[src/fifo_queue_lock_unit_assert.svh]
// Assertion macros shared by the lock unit RTL.
`ifndef FIFO_QUEUE_LOCK_UNIT_ASSERT_SVH
`define FIFO_QUEUE_LOCK_UNIT_ASSERT_SVH
`ifndef NO_ASSERTIONS
`define FQLU_ASSERT_IMPL(label, clk, rst_n, ante, cons) \
  label: assert property (@(posedge clk) disable iff (!rst_n) (ante) |-> (cons)) \
    else $error("fifo_queue_lock_unit: assertion failed");
`define FQLU_ASSERT_NEXT(label, clk, rst_n, ante, cons) \
  label: assert property (@(posedge clk) disable iff (!rst_n) (ante) |=> (cons)) \
    else $error("fifo_queue_lock_unit: assertion failed");
`else
`define FQLU_ASSERT_IMPL(label, clk, rst_n, ante, cons)
`define FQLU_ASSERT_NEXT(label, clk, rst_n, ante, cons)
`endif
`endif

[src/fqlu_pkg.sv]
`timescale 1ns / 1ps
package fqlu_pkg;

  localparam int THREAD_COUNT_DEF = 16;
  localparam int THREAD_W = 4;

  localparam logic MODE_LOCK = 1'b0;
  localparam logic MODE_UNLOCK = 1'b1;

  typedef struct packed {
    logic                mode;
    logic [THREAD_W-1:0] thread;
  } in_word_t;

  typedef struct packed {
    logic [THREAD_W-1:0] granted_thread;
    logic                by_release;
  } out_word_t;

endpackage

[src/fqlu_ram.sv]
`timescale 1ns / 1ps
module fqlu_ram #(
  parameter int Width = 4,
  parameter int Depth = 33
) (
  input  logic                                    clk_i,
  input  logic                                    wr_en_i,
  input  logic [(Depth > 1 ? $clog2(Depth) : 1)-1:0] wr_addr_i,
  input  logic [Width-1:0]                        wr_data_i,
  input  logic                                    rd_en_i,
  input  logic [(Depth > 1 ? $clog2(Depth) : 1)-1:0] rd_addr_i,
  output logic [Width-1:0]                        rd_data_o
);

  logic [Width-1:0] mem_q [Depth];
  logic [Width-1:0] rd_data_q;

  always_ff @(posedge clk_i) begin
    if (wr_en_i) begin
      mem_q[wr_addr_i] <= wr_data_i;
    end
    if (rd_en_i) begin
      rd_data_q <= mem_q[rd_addr_i];
    end
  end

  assign rd_data_o = rd_data_q;

endmodule

[src/fifo_queue_lock_unit.sv]
`timescale 1ns / 1ps
`include "fifo_queue_lock_unit_assert.svh"
// First-come first-served lock manager in the style of a CLH queue lock. Send a word with
// mode 0 to request the lock for a thread and mode 1 to release it. A result word names the
// thread that now holds the lock: by_release is 0 when a request was granted at once and 1
// when a release handed the lock to the next waiter. A request that must wait and a release
// with nobody waiting give no result, and thread numbers at or above THREAD_COUNT are dropped.
// The unit takes one word per cycle while the output register is empty or being read; each word
// is held in the input register until the output register can take its result. The waiter
// table is a RAM with a registered read, addressed as the word is taken in; its valid flags and
// the busy flags are flip-flops cleared by reset, so no clearing pass is needed.
module fifo_queue_lock_unit #(
  parameter int THREAD_COUNT = fqlu_pkg::THREAD_COUNT_DEF
) (
  input  logic                clk_i,
  input  logic                rst_ni,
  input  logic                in_valid_i,
  output logic                in_ready_o,
  input  fqlu_pkg::in_word_t  in_data_i,
  output logic                out_valid_o,
  input  logic                out_ready_i,
  output fqlu_pkg::out_word_t out_data_o
);

  import fqlu_pkg::*;

  localparam int NodeCount = 2 * THREAD_COUNT + 1;
  localparam int TidW = THREAD_COUNT > 1 ? $clog2(THREAD_COUNT) : 1;
  localparam int NodeW = $clog2(NodeCount);
  localparam logic [NodeW-1:0] RootNode = NodeW'(2 * THREAD_COUNT);

  logic                   s1_valid_q, s1_valid_d;
  in_word_t               s1_word_q, s1_word_d;
  logic [THREAD_COUNT-1:0] phase_q, phase_d;
  logic [NodeCount-1:0]   busy_q, busy_d;
  logic [NodeCount-1:0]   wv_q, wv_d;
  logic [NodeW-1:0]       tail_q, tail_d;
  logic                   out_valid_q, out_valid_d;
  out_word_t              out_word_q, out_word_d;
  logic                   byp_q, byp_d;
  logic [THREAD_W-1:0]    byp_data_q, byp_data_d;

  logic                proceed;
  logic                accept;
  logic                in_range;
  logic [TidW-1:0]     s1_tid;
  logic                cur_phase;
  logic [NodeW-1:0]    lock_node;
  logic [NodeW-1:0]    own_node;
  logic                pred_busy;
  logic [THREAD_W-1:0] ram_rdata;
  logic [THREAD_W-1:0] waiter_data;
  logic                wr_en;
  logic [NodeW-1:0]    wr_addr;
  logic [THREAD_W-1:0] wr_data;
  logic [TidW-1:0]     rd_tid;
  logic [NodeW-1:0]    rd_addr;
  logic                res_valid;
  out_word_t           res_word;
  logic                grant_now;

  assign proceed = s1_valid_q & (~out_valid_q | out_ready_i);
  assign in_ready_o = ~s1_valid_q | proceed;
  assign accept = in_valid_i & in_ready_o;

  assign in_range = 32'(s1_word_q.thread) < 32'(THREAD_COUNT);
  assign s1_tid = TidW'(s1_word_q.thread);
  assign cur_phase = phase_q[s1_tid];
  assign lock_node = NodeW'({s1_tid, ~cur_phase});
  assign own_node = NodeW'({s1_tid, cur_phase});
  assign pred_busy = (tail_q == lock_node) | busy_q[tail_q];
  assign waiter_data = byp_q ? byp_data_q : ram_rdata;
  assign grant_now = proceed && in_range && (s1_word_q.mode == MODE_LOCK) && !pred_busy;

  always_comb begin
    phase_d = phase_q;
    busy_d = busy_q;
    wv_d = wv_q;
    tail_d = tail_q;
    wr_en = 1'b0;
    wr_addr = tail_q;
    wr_data = s1_word_q.thread;
    res_valid = 1'b0;
    res_word = '0;
    if (proceed && in_range) begin
      case (s1_word_q.mode)
        MODE_LOCK: begin
          phase_d[s1_tid] = ~cur_phase;
          busy_d[lock_node] = 1'b1;
          tail_d = lock_node;
          if (!pred_busy) begin
            res_valid = 1'b1;
            res_word.granted_thread = s1_word_q.thread;
            res_word.by_release = 1'b0;
          end else begin
            wv_d[tail_q] = 1'b1;
            wr_en = 1'b1;
          end
        end
        MODE_UNLOCK: begin
          busy_d[own_node] = 1'b0;
          if (wv_q[own_node]) begin
            wv_d[own_node] = 1'b0;
            res_valid = 1'b1;
            res_word.granted_thread = waiter_data;
            res_word.by_release = 1'b1;
          end
        end
        default: begin
        end
      endcase
    end
  end

  // The waiter RAM is read as a word enters, using the phase it will see next cycle.
  assign rd_tid = TidW'(in_data_i.thread);
  assign rd_addr = NodeW'({rd_tid, phase_d[rd_tid]});

  always_comb begin
    byp_d = byp_q;
    byp_data_d = byp_data_q;
    if (accept) begin
      byp_d = wr_en && (wr_addr == rd_addr);
      byp_data_d = wr_data;
    end
  end

  always_comb begin
    s1_valid_d = s1_valid_q;
    s1_word_d = s1_word_q;
    if (accept) begin
      s1_valid_d = 1'b1;
      s1_word_d = in_data_i;
    end else if (proceed) begin
      s1_valid_d = 1'b0;
    end
  end

  always_comb begin
    out_valid_d = out_valid_q;
    out_word_d = out_word_q;
    if (proceed) begin
      out_valid_d = res_valid;
      if (res_valid) begin
        out_word_d = res_word;
      end
    end else if (out_ready_i) begin
      out_valid_d = 1'b0;
    end
  end

  fqlu_ram #(
    .Width(THREAD_W),
    .Depth(NodeCount)
  ) u_waiter_ram (
    .clk_i    (clk_i),
    .wr_en_i  (wr_en),
    .wr_addr_i(wr_addr),
    .wr_data_i(wr_data),
    .rd_en_i  (accept),
    .rd_addr_i(rd_addr),
    .rd_data_o(ram_rdata)
  );

  always_ff @(posedge clk_i or negedge rst_ni) begin
    if (!rst_ni) begin
      s1_valid_q <= 1'b0;
      phase_q <= '0;
      busy_q <= '0;
      wv_q <= '0;
      tail_q <= RootNode;
      out_valid_q <= 1'b0;
      byp_q <= 1'b0;
    end else begin
      s1_valid_q <= s1_valid_d;
      phase_q <= phase_d;
      busy_q <= busy_d;
      wv_q <= wv_d;
      tail_q <= tail_d;
      out_valid_q <= out_valid_d;
      byp_q <= byp_d;
    end
  end

  always_ff @(posedge clk_i) begin
    s1_word_q <= s1_word_d;
    out_word_q <= out_word_d;
    byp_data_q <= byp_data_d;
  end

  assign out_valid_o = out_valid_q;
  assign out_data_o = out_word_q;

  `FQLU_ASSERT_IMPL(a_default_free, clk_i, rst_ni, 1'b1, !busy_q[NodeCount-1])
  `FQLU_ASSERT_IMPL(a_waiter_on_busy, clk_i, rst_ni, 1'b1, (wv_q & ~busy_q) == '0)
  `FQLU_ASSERT_NEXT(a_grant_now, clk_i, rst_ni, grant_now, out_valid_o && out_data_o == $past(res_word))

endmodule
[config.mk]
export PLATFORM = sky130hd
export DESIGN_NAME = fifo_queue_lock_unit
export DESIGN_NICKNAME = d
export VERILOG_FILES = /design/src/fqlu_pkg.sv /design/src/fqlu_ram.sv /design/src/fifo_queue_lock_unit.sv
export VERILOG_INCLUDE_DIRS = /design/src /design/src/src
export SDC_FILE = /design/constraint.sdc
export NUM_CORES = 1
export LEC_CHECK = 0
export ABC_AREA = 0
export BUFFER_PORTS_ARGS = -buffer_cell sky130_fd_sc_hd__buf_2
export CAP_MARGIN = 0
export CORE_MARGIN = 2
export CORE_UTILIZATION = 52
export DETAILED_ROUTE_END_ITERATION = 10
export GPL_TIMING_DRIVEN = 0
export PLACE_DENSITY_LB_ADDON = 0.1
export RECOVER_POWER = 25
export SKIP_LAST_GASP = 1
export SYNTH_ARGS = -nofsm -noshare
export SYNTH_HDL_FRONTEND = slang
export SYNTH_SLANG_ARGS = --single-unit
[constraint.sdc]
create_clock -name clk_i -period 5.1 [get_ports clk_i]
set_clock_uncertainty 0.15 [all_clocks]
set_input_delay 0.51 -clock clk_i [delete_from_list [all_inputs] [get_ports clk_i]]
set_output_delay 0.51 -clock clk_i [all_outputs]
set_load 0.01 [all_outputs]
Word-level counts from Yosys, hierarchy flattened
Memories as Yosys holds them, arrays and structs flattened. A register that Yosys moved wholly into a read port is not among the register bits.
Cells that the tools add are included.
{ "word_totals": {"ff_bits": 105, "ramBits": 132, "inputBits": 9, "out_inout_bits": 7, "mem_count": 1} }
{ "op_classes": {"n_lt_le_gt_ge": 9, "eq_ne": 4, "muxes": 40, "bitwise_logic": 14, "n_reduce_logical": 10} }
{ "memory_table": {"columns": ["name", "depth", "width", "read_ports", "rd_clocked_by_memory_dff", "write_ports", "line_no", "rtl"], "rows": [
  ["u_waiter_ram.mem_q", 33, 4, 1, 1, 1, "fqlu_ram.sv:15", "logic [Width-1:0] mem_q [Depth];"]
]} }
{ "ops": {"columns": ["operator", "n"], "rows": [
  ["33-bit one-hot mux with 2 select lines", 2],
  ["33-bit AND", 2],
  ["33-bit two-way mux", 2],
  ["32-bit NOT with 33-bit output", 1],
  ["33-bit by 32-bit OR with 33-bit output", 1],
  ["33-bit OR", 1],
  ["16-bit two-way mux", 2],
  ["1-bit two-way mux", 20],
  ["16-bit bitwise mux", 1],
  ["5-bit by 7-bit < comparator with 1-bit output, second input constant", 2],
  ["6-bit by 5-bit equality test with 1-bit output", 2],
  ["1-bit demux with 5-bit select", 2],
  ["5-bit by 1-bit >= comparator with 1-bit output, second input constant", 2],
  ["4-bit by 5-bit < comparator with 1-bit output, second input constant", 2],
  ["5-bit two-way mux", 2],
  ["5-bit one-hot mux with 2 select lines", 1],
  ["1-bit binary-select mux with 4-bit select", 2],
  ["6-bit by 7-bit < comparator with 1-bit output, second input constant", 1],
  ["1-bit binary-select mux with 6-bit select", 1],
  ["1-bit demux with 6-bit select", 1],
  ["6-bit by 1-bit >= comparator with 1-bit output, second input constant", 1],
  ["1-bit binary-select mux with 5-bit select", 1],
  ["1-bit logical AND", 5],
  ["1-bit demux with 4-bit select", 1],
  ["11 further kinds", 19]
]} }

Longest topological paths before layout
Gate-level depths: netlist of the first run.
{ "depth": {"word_depth": 11, "mapped_depth": 12, "depth_no_buf": 9} }

Hierarchy
Synthesis of the first run repeated with hierarchy kept, for this count alone.
{ "unflattened": {"hier_cells": 901, "hier_area_um2": 11204.5} }
{ "by_module_without_submodules": {"columns": ["module", "n_inst", "cells_per_inst", "area_each_um2", "seq_area_each_um2"], "rows": [
  ["fifo_queue_lock_unit", 1, 576, 5684.2, 2648.8],
  ["fqlu_ram", 1, 325, 5520.3, 4083.9]
]} }

Worst setup path after synthesis of the first run
No wires, ideal clock.
{ "synth_timing": {"path_kind": "register -> register", "start": "reg s1_word_q (netlist bit s1_tid[0])", "end": "mem u_waiter_ram.mem_q[15][0], enable pin", "setup_ns": 0.337, "t_arrival_ns": 3.353, "required_time_ns": 4.613, "slack_ns": 1.260, "path_stages_with_launch": 11, "n_path_buf": 2, "synth_period_minus_slack_ns": 3.840, "path_cell_list": "edfxtp_1 > buf_6 > mux4_2 > or2_4 > a22oi_4 > xnor2_1 > nand3_1 > a21o_1 > or4b_1 > clkbuf_1 > nor2_1"} }
{ "synth_via": {"elab_chain_cells": 10} }
{ "synth_rtl": {"columns": ["element", "line_no", "rtl"], "rows": [
  ["from (decl)", "fifo_queue_lock_unit.sv:33", "in_word_t s1_word_q, s1_word_d;"],
  ["from (signal assigned)", "fifo_queue_lock_unit.sv:186", "s1_word_q <= s1_word_d;"],
  ["1-bit binary-select mux with 4-bit select", "fifo_queue_lock_unit.sv:68", "assign cur_phase = phase_q[s1_tid];"],
  ["1-bit two-way mux (implied by the code)", "fifo_queue_lock_unit.sv:68", null],
  ["1-bit NOT", "fifo_queue_lock_unit.sv:69", "assign lock_node = NodeW'({s1_tid, ~cur_phase});"],
  ["6-bit by 5-bit equality test with 1-bit output *", "fifo_queue_lock_unit.sv:71", "assign pred_busy = (tail_q == lock_node) | busy_q[tail_q];"],
  ["1-bit OR *", "fifo_queue_lock_unit.sv:71", null],
  ["1-bit two-way mux *", "fifo_queue_lock_unit.sv:91", "if (!pred_busy) begin"],
  ["1-bit two-way mux *", "fifo_queue_lock_unit.sv:86", "case (s1_word_q.mode)"],
  ["1-bit two-way mux *", "fifo_queue_lock_unit.sv:85", "if (proceed && in_range) begin"],
  ["1-bit two-way mux *", "fqlu_ram.sv:19", "if (wr_en_i) begin"],
  ["1-bit two-way mux (implied by the code) *", "fqlu_ram.sv:20", "mem_q[wr_addr_i] <= wr_data_i;"],
  ["to (decl)", "fqlu_ram.sv:15", null]
]} }
Mark *: on every way between the ends. The rest lies on a longest branch, timed or not. The select of a mux whose other input is x is not followed.

Final worst setup path of the first run
{ "layout_timing": {"start": "reg s1_word_q (netlist bit s1_tid[2])", "end": "reg u_waiter_ram.rd_data_q[3], in the netlist u_waiter_ram.rd_data_o[3] (read register of u_waiter_ram.mem_q), data pin"} }
{ "layout_via": {"elab_chain_cells": 9, "elab_cells_between_ends": 13, "cone_classes": "order compare: 2; mux: 9; bitwise: 1; reduce/logical: 1"} }
{ "layout_rtl": {"columns": ["element", "line_no", "rtl"], "rows": [
  ["4-bit by 5-bit < comparator with 1-bit output (implied by the code) / 4-bit by 1-bit >= comparator with 1-bit output (equally long branches)", "fifo_queue_lock_unit.sv:88", "phase_d[s1_tid] = ~cur_phase;"],
  ["1-bit logical AND (implied by the code)", "fifo_queue_lock_unit.sv:88", null],
  ["1-bit two-way mux (implied by the code)", "fifo_queue_lock_unit.sv:88", null],
  ["1-bit demux with 4-bit select", "fifo_queue_lock_unit.sv:88", null],
  ["16-bit bitwise mux *", "fifo_queue_lock_unit.sv:88", null],
  ["16-bit two-way mux *", "fifo_queue_lock_unit.sv:86", null],
  ["16-bit two-way mux *", "fifo_queue_lock_unit.sv:85", null],
  ["net phase_d[7]", "fifo_queue_lock_unit.sv:34", "logic [THREAD_COUNT-1:0] phase_q, phase_d;"],
  ["1-bit binary-select mux with 4-bit select *", "fifo_queue_lock_unit.sv:117", "assign rd_addr = NodeW'({rd_tid, phase_d[rd_tid]});"],
  ["1-bit two-way mux (implied by the code) *", "fifo_queue_lock_unit.sv:117", null],
  ["to (decl)", "fqlu_ram.sv:16", "logic [Width-1:0] rd_data_q;"]
]} }
The timed path passes the listed nets; every way through them passes the cells marked *. The select of a mux whose other input is x is not followed.
A chain may end at the register's enable or synchronous reset.

==> summary.md, run 1 <==
| Metric | Value |
|---|---|
| Run status | `finished, violations left` |
| Failing checks | `capacitance limit, slew limit` |
| Initial antenna violation count | `0` |
| RD Place Congestion | `0.949` |
| Post-route design area | `12000 µm²` |
| Seq cells post-synth | `235` |
| Core Rows | `52` |
| DR vias/cell | `6.44` |
| Synth unique cells | `68` |
| Final Hold Vio Count | `0` |
| Required time worst endpoint | `5.25 ns` |
| Die Wd | `147 µm` |
| Critical path arrival | `4.89 ns` |
| Ys Warns | `0` |
| Final Max Slew Viols | `33` |
| CTS Buf Count | `26` |
| Critical Path Source Type | `flop` |
| Mux cell area share after synthesis | `0.116` |
| Synthesized instance count | `811` |
| IO Port Bufs | `15` |
| Drt first pass iters | `7` |
| FFs w/ async S/R, synth | `0.379` |
| Largest net degree at the start of global routing | `58` |
| Compound-cell area share of the yosys netlist | `0.125` |
| Clock transition at path regs | `0.06 ns` |
| Crit path top cell by count | `clkbuf_1` |
| Final period util | `0.930` |
| Initial core utilization | `0.529` |
| Fin Hold WS | `0.0189 ns` |
| WL/cell | `26.4 µm` |
| Worst Max-Slew Pin Slew | `1.95 ns` |
| RSZ-0062 raised after global routing | `no` |
| Critical Setup Path Class | `flop to flop` |
| N_diodes | `0` |
| Post-synthesis sequential area ratio | `0.620` |
| Max IR drop VDD | `0.000309 V` |
| Iter 0 DRT Violations | `967` |
| Die area | `21700 µm²` |
| Via count | `7455` |
| Final Power | `5.70 mW` |
| Syn Nets | `820` |
| Hold Crit Class | `primary input to flop` |
| Largest fanout on the critical path | `10` |
| Synth Area in Adders | `0` |
| First-pass GRT wire length | `46500 µm` |
| Area grow syn2layout | `12.9%` |
| Final HPWL DP | `21200 µm` |
| F_max | `211 MHz` |
| Worst path cell trace | `clkbuf_1, clkbuf_1, nand2_1, nor2_1, xor2_1, o221a_2, a32oi_2, mux2i_1, o22ai_1, a211oi_1` |
| Gr ovfl total | `0` |
| Number of global-route vias before repair | `7307` |
| Largest family of logic cells by synthesized area | `compound AO/OA/AOI/OAI gates` |
| Worst skew pair latency | `0.53 ns` |
| Total track usage | `0.289` |
| Clock root cell | `clkbuf_16` |
| P_leak | `4.36 nW` |
| DRC viols | `0` |
| Simple-gate area share of the yosys netlist | `0.0955` |
| CTS sink count | `235` |
| Crit path max-delay cell type | `a32oi_2` |
| Synth Area per Inst | `13.2 µm²` |
| Netlist Area Pre-Place | `10700 µm²` |
| Main flop type after synthesis | `edfxtp_1` |
| Slew headroom | `-0.303` |
| I/O pin cnt | `16` |
| Htree depth | `1` |
| Die Height | `147 µm` |
| Max Root-Sink Buffers | `3` |
| PwrDens | `474 nW/µm²` |
| Placed Area | `11100 µm²` |
| EDFF count, synth | `146` |
| Final net count | `877` |
| Post-Synth XOR/XNOR Area | `0.0131` |
| Final ANT Viol Nets | `0` |
| Final WL | `30600 µm` |
| # setup viols final | `0` |
| Core area | `20200 µm²` |
| Fillers | `1674` |
| MaxCap Viol Count | `1` |
| Worst Setup End Kind | `flop` |
| Layout cell share with drive strength beyond 1 | `0.141` |
| Min cycle time layout | `4.74 ns` |
| TritonCTS clock tree | `done` |
| CP max stage delay | `0.55 ns` |
| Setup TNS | `0 ns` |
==> worst max-delay path: cells and delay by family, from the launching register on <==
family | cells | cell delay [ns]
flops | 1 | 0.50
buf+inv | 2 | 0.85
mux | 1 | 0.50
compound gates | 4 | 1.53
simple gates | 2 | 0.79
xor+xnor | 1 | 0.19
==> area by class of cell <==
type                            count  area [µm²]  area share
Tap cell                          270         338      0.0281
Buffer                             51         233      0.0193
Inverter                           24        90.1     0.00748
Clock buffer                       37         763      0.0634
Clock inverter                     11        80.1     0.00665
Multi-Input combinational cell    501        3750       0.311
Sequential cell                   235        6610       0.549
Timing Repair Buffer               29         178      0.0148
==> registers in the layout (all words and copies together), names as in the netlist <==
name / flops
out_data_o: 5
u_waiter_ram.mem_q: 128
out_valid_o: 1
byp_data_q: 4
u_waiter_ram.rd_data_o: 4
byp_q: 1
s1_valid_q: 1
s1_tid: 4
busy_q: 32
phase_q: 16
s1_word_q: 1
wv_q: 32
tail_q: 6
==> cells in the final DEF, fill, tap and decap left out, types with 9 or more instances in the layout <==
master and instances:
mux4_2 38, nor2_1 74, o22a_1 11, mux2i_1 25
buf_2 19, dfrtp_1 88, xor2_1 10, edfxtp_1 146
clkbuf_16 27, a21oi_1 41, o32a_1 17, nand2_1 58
clkbuf_1 49, inv_1 24, nor3_1 19, o21ai_0 59
a31oi_1 9
==> path summary, 6_finish.rpt <==
kind	endpoint	start	depth (start not counted)	slack, ns
max in group asynchronous	wv_q[9]	rst_ni	2	2.75
hold reg to reg	wv_q[0]	wv_q[0]	1	0.35
hold / removal	s1_word_q[4]	in_data_i[4]	1	0.02
setup reg to reg	u_waiter_ram.rd_data_o[3]	s1_tid[2]	10	0.36
min in group asynchronous	busy_q[28]	rst_ni	2	0.92
setup / recovery	u_waiter_ram.rd_data_o[3]	s1_tid[2]	10	0.36
==> report_power, final <==
group          internal [mW]  switching (mW)
clock                   1.09           0.741
combinational          0.531           0.858
sequential              2.32           0.164
==> cell usage after synthesis, drive strengths merged, types with 7 or more instances <==
cell type / count / share of area
nand3: 7 / 0.0033
dfrtp: 88 / 0.21
mux2: 7 / 0.0074
o22a: 11 / 0.0090
a31oi: 9 / 0.0053
mux4: 40 / 0.085
edfxtp: 146 / 0.41
nor2b: 8 / 0.0047
o32a: 17 / 0.016
nand2: 59 / 0.021
buf: 19 / 0.011
xor2: 10 / 0.0082
mux2i: 25 / 0.023
nor3: 19 / 0.0089
nor2: 74 / 0.026
nand2b: 7 / 0.0041
o21ai: 60 / 0.028
a21oi: 41 / 0.019
o21a: 8 / 0.0056
and2: 8 / 0.0047
clkbuf: 32 / 0.011
inv: 24 / 0.0084
==> kinds of logic (layout without fill, tap and decap cells) <==
logic type                Yosys count  count (layout)
muxes                              72              72
xor gates and xnor gates           16              16
buffers and inverters              75             152
and+or+nand+nor                   216             216
DFF                               235             235
AOI/OAI and AO/OA                 197             197
==> timing repair <==
item,in CTS,in global routing
buffers inserted,4,7
hold buffers,1,0
endpoints found under the hold margin,32,0
gates resized for setup,1,1
setup endpoints to repair,5,5
==> stage by stage <==
step | setup slack [ns] | cells | util
finish | 0.359 | 1158 | 0.597
global route | 0.186 | 1158 | 0.597
CTS | 0.00568 | 1150 | 0.596
detailed placement | -0.673 | 1097 | 0.551
global placement | -0.527 | 1096 | 0.549
floorplan | 1.26 | 811 | -
==> layer usage <==
| layer | track usage | wire length (µm) | share of wire | vias up |
|---|---|---|---|---|
| met2 | 0.453 | 14200 | 0.46 | 426 |
| met4 | 0.0639 | 850 | 0.028 | 0 |
| li1 | - | - | - | 3226 |
| met3 | 0.0537 | 2870 | 0.094 | 62 |
| met1 | 0.426 | 12700 | 0.42 | 3741 |
| met5 | 0 | 0 | 0 | - |
No activity file was read; power rests on OpenSTA's default activity.
==> inputs of run 2 (changes only) <==
--- a/config.mk
+++ b/config.mk
@@ -6,7 +6,7 @@
 export SDC_FILE = /design/constraint.sdc
 export NUM_CORES = 1
 export LEC_CHECK = 0
-export ABC_AREA = 0
+export ABC_AREA = 1
 export BUFFER_PORTS_ARGS = -buffer_cell sky130_fd_sc_hd__buf_2
 export CAP_MARGIN = 0
 export CORE_MARGIN = 2
==> run 2 against run 1 <==
Net effect:
- the run still ends with capacitance limit, slew limit left
- area after synthesis up 11%
- final cell count up 45%
- global-route usage up 3.8 points
- sequential share of layout area down 4.8 points
- sequential cell count unchanged
- fmax up 3.9%
- largest cell class unchanged
- largest power group unchanged
==> summary.md, run 2 <==
| Metric | Value |
|---|---|
| Run status | `finished, violations left` |
| Failing checks | `capacitance limit, slew limit` |
| N_diodes | `0` |
| Core Rows | `55` |
| Required time worst endpoint | `5.23 ns` |
| Post-CTS resize count | `0` |
| Final period util | `0.895` |
| Clock root cell | `clkbuf_16` |
| Die Height | `155 µm` |
| Syn Nets | `1340` |
| Netlist Area Pre-Place | `11800 µm²` |
| Final Power | `6.47 mW` |
| Synth unique cells | `47` |
| Most frequent cells in the layout | `nand2_1, inv_1, nand3_1` |
| Final Hold Vio Count | `0` |
| DR vias/cell | `5.79` |
| Final net count | `1390` |
| Layout Utilization | `0.588` |
| Final ANT Viol Nets | `0` |
| Critical Path Source Type | `flop` |
| Worst skew pair latency | `0.55 ns` |
| I/O pin cnt | `16` |
| Final HPWL DP | `27900 µm` |
| Drt first pass iters | `5` |
| Die Wd | `155 µm` |
| Layout cell share with drive strength beyond 1 | `0.0865` |
| Fin Hold WS | `0.0311 ns` |
| Gr ovfl total | `0` |
| Min cycle time layout | `4.56 ns` |
| TritonCTS clock tree | `done` |
| Biggest registers after layout | `u_waiter_ram.mem_q: 128 flops, busy_q: 32 flops, wv_q: 32 flops` |
| Most frequent cell after synthesis | `nand2_1` |
| Largest fanout on the critical path | `20` |
| FFs w/ async S/R, synth | `0.379` |
| IO Port Bufs | `15` |
| Area grow syn2layout | `11.8%` |
| Most flop-heavy register | `u_waiter_ram.mem_q` |
| F_max | `219 MHz` |
| Iter 0 DRT Violations | `955` |
| Largest net degree at the start of global routing | `66` |
| Final WL | `38700 µm` |
| Main flop type after synthesis | `edfxtp_1` |
| Fillers | `2017` |
| P_leak | `5.66 nW` |
| Synth Area per Inst | `8.87 µm²` |
| Via count | `9755` |
| Ys Warns | `0` |
| Number of global-route vias before repair | `9432` |
| Die area | `23900 µm²` |
| Clock transition at path regs | `0.06 ns` |
| Total track usage | `0.326` |
| Htree depth | `1` |
| # setup viols final | `0` |
| RD Place Congestion | `1.00` |
| Slew headroom | `-0.156` |
| DRC viols | `0` |
| Critical Setup Path Class | `flop to flop` |
| Most common cell after layout, fill and taps aside | `nand2_1` |
| First-pass GRT wire length | `57700 µm` |
| Post-synthesis sequential area ratio | `0.560` |
| Synth cell count leaders | `nand2_1, inv_1, nand3_1` |
| PwrDens | `490 nW/µm²` |
| CTS sink count | `235` |
| Synthesized instance count | `1331` |
| Core area | `22400 µm²` |
| CTS Buf Count | `26` |
| WL/cell | `23.0 µm` |
| EDFF count, synth | `146` |
| Worst Setup End Kind | `flop` |
| Hold Crit Class | `primary input to flop` |
| MaxCap Viol Count | `1` |
| Post-synth top area cell | `edfxtp_1` |
| Seq cells post-synth | `235` |
| Setup TNS | `0 ns` |
| Area contributors post-synth | `edfxtp_1, dfrtp_1, nand2_1` |
| Max IR drop VDD | `0.000291 V` |
| Worst Max-Slew Pin Slew | `1.73 ns` |
| Initial antenna violation count | `0` |
| Initial core utilization | `0.526` |
| Final Max Slew Viols | `66` |
| RSZ-0062 raised after global routing | `no` |
| Max reg flops | `128` |
| Critical path arrival | `4.69 ns` |
| Top cell type's share of synthesized area | `0.371` |
| Max Root-Sink Buffers | `3` |
==> run 2: cell types whose count changed in the layout (fill, tap and decap cells not counted), moves of 17 or more <==
cell,previous run,this run
nand2_1,58,318
nand3_1,7,163
inv_1,24,177
mux4_2,38,0
nand3b_1,3,37
nor2_1,74,99
o21ai_1,0,24
clkbuf_1,49,26
mux2i_1,25,4
o22ai_1,4,22
o21ai_0,59,42
o32a_1,17,0
==> run 2: per-layer routing <==
| layer | up-vias | track usage | wire length [µm] |
|---|---|---|---|
| met1 | 4640 | 0.433 | 15500 |
| li1 | 4542 | - | - |
| met2 | 465 | 0.544 | 18600 |
| met4 | 0 | 0.137 | 1670 |
| met3 | 108 | 0.0454 | 2960 |
| met5 | - | 0 | 0 |
==> run 2: kinds of logic after synthesis <==
logic type                synth area share
buffers and inverters               0.0944
AOI/OAI and AO/OA                   0.0919
muxes                              0.00339
and+or+nand+nor                      0.246
xor gates and xnor gates           0.00371
DFF                                  0.560
==> run 2: stage by stage <==
step	setup slack, ns	cells	instance area (µm²)
floorplan	1.89	1331	11800
global placement	0.184	1631	12200
detailed placement	0.253	1634	12300
CTS	0.219	1682	13200
global route	0.379	1684	13200
finish	0.535	1684	13200
==> run 2: where the power goes <==
part / internal, mW / total [mW] / switching, mW
registers: 2.39 / 2.56 / 0.175
clock network: 1.09 / 1.87 / 0.784
logic: 0.619 / 2.03 / 1.41
total: 4.09 / 6.47 / 2.37
==> run 2: cell type report <==
cell class | count | area (µm²) | area share
sequential | 235 | 6610 | 0.501
multi-input combinational | 843 | 4080 | 0.309
inverter | 185 | 694 | 0.0526
clock buffer | 31 | 669 | 0.0507
buffer | 68 | 420 | 0.0318
tap | 285 | 357 | 0.0270
timing repair buffer | 22 | 204 | 0.0154
clock inverter | 15 | 163 | 0.0123
==> run 2: final timing paths <==
kind                       cells past startpoint  slack (ns)          from                   endpoint
max                                           21        0.54     s1_tid[3]  u_waiter_ram.rd_data_o[0]
min                                            1        0.03  in_data_i[0]                  s1_tid[0]
max reg2reg                                   21        0.54     s1_tid[3]  u_waiter_ram.rd_data_o[0]
min reg2reg                                    2        0.31     tail_q[5]                  tail_q[5]
max in group asynchronous                      3        1.70        rst_ni                 s1_valid_q
min in group asynchronous                      2        0.69        rst_ni                   wv_q[22]
==> run 2: what timing repair did <==
item                      in CTS  in global routing
hold endpoints to repair      25                  0
buffers inserted               0                  0
hold buffers                   2                  0
==> run 2: worst max-delay path: stages, from the launching register on <==
cell	delay [ns]
edfxtp_1	0.72
buf_16	0.30
nor2_1	0.54
inv_1	0.20
nor2_1	0.29
inv_1	0.21
o21ai_0	0.19
nand2_1	0.10
nand2_1	0.07
nand3_1	0.07
nand3_1	0.15
nand3_2	0.12
buf_4	0.21
buf_4	0.19
nand3_1	0.07
nand2_1	0.07
nand2_1	0.06
nand3_1	0.13
nand3_1	0.12
nand2_1	0.13
nand2_1	0.08
nand2_1	0.10
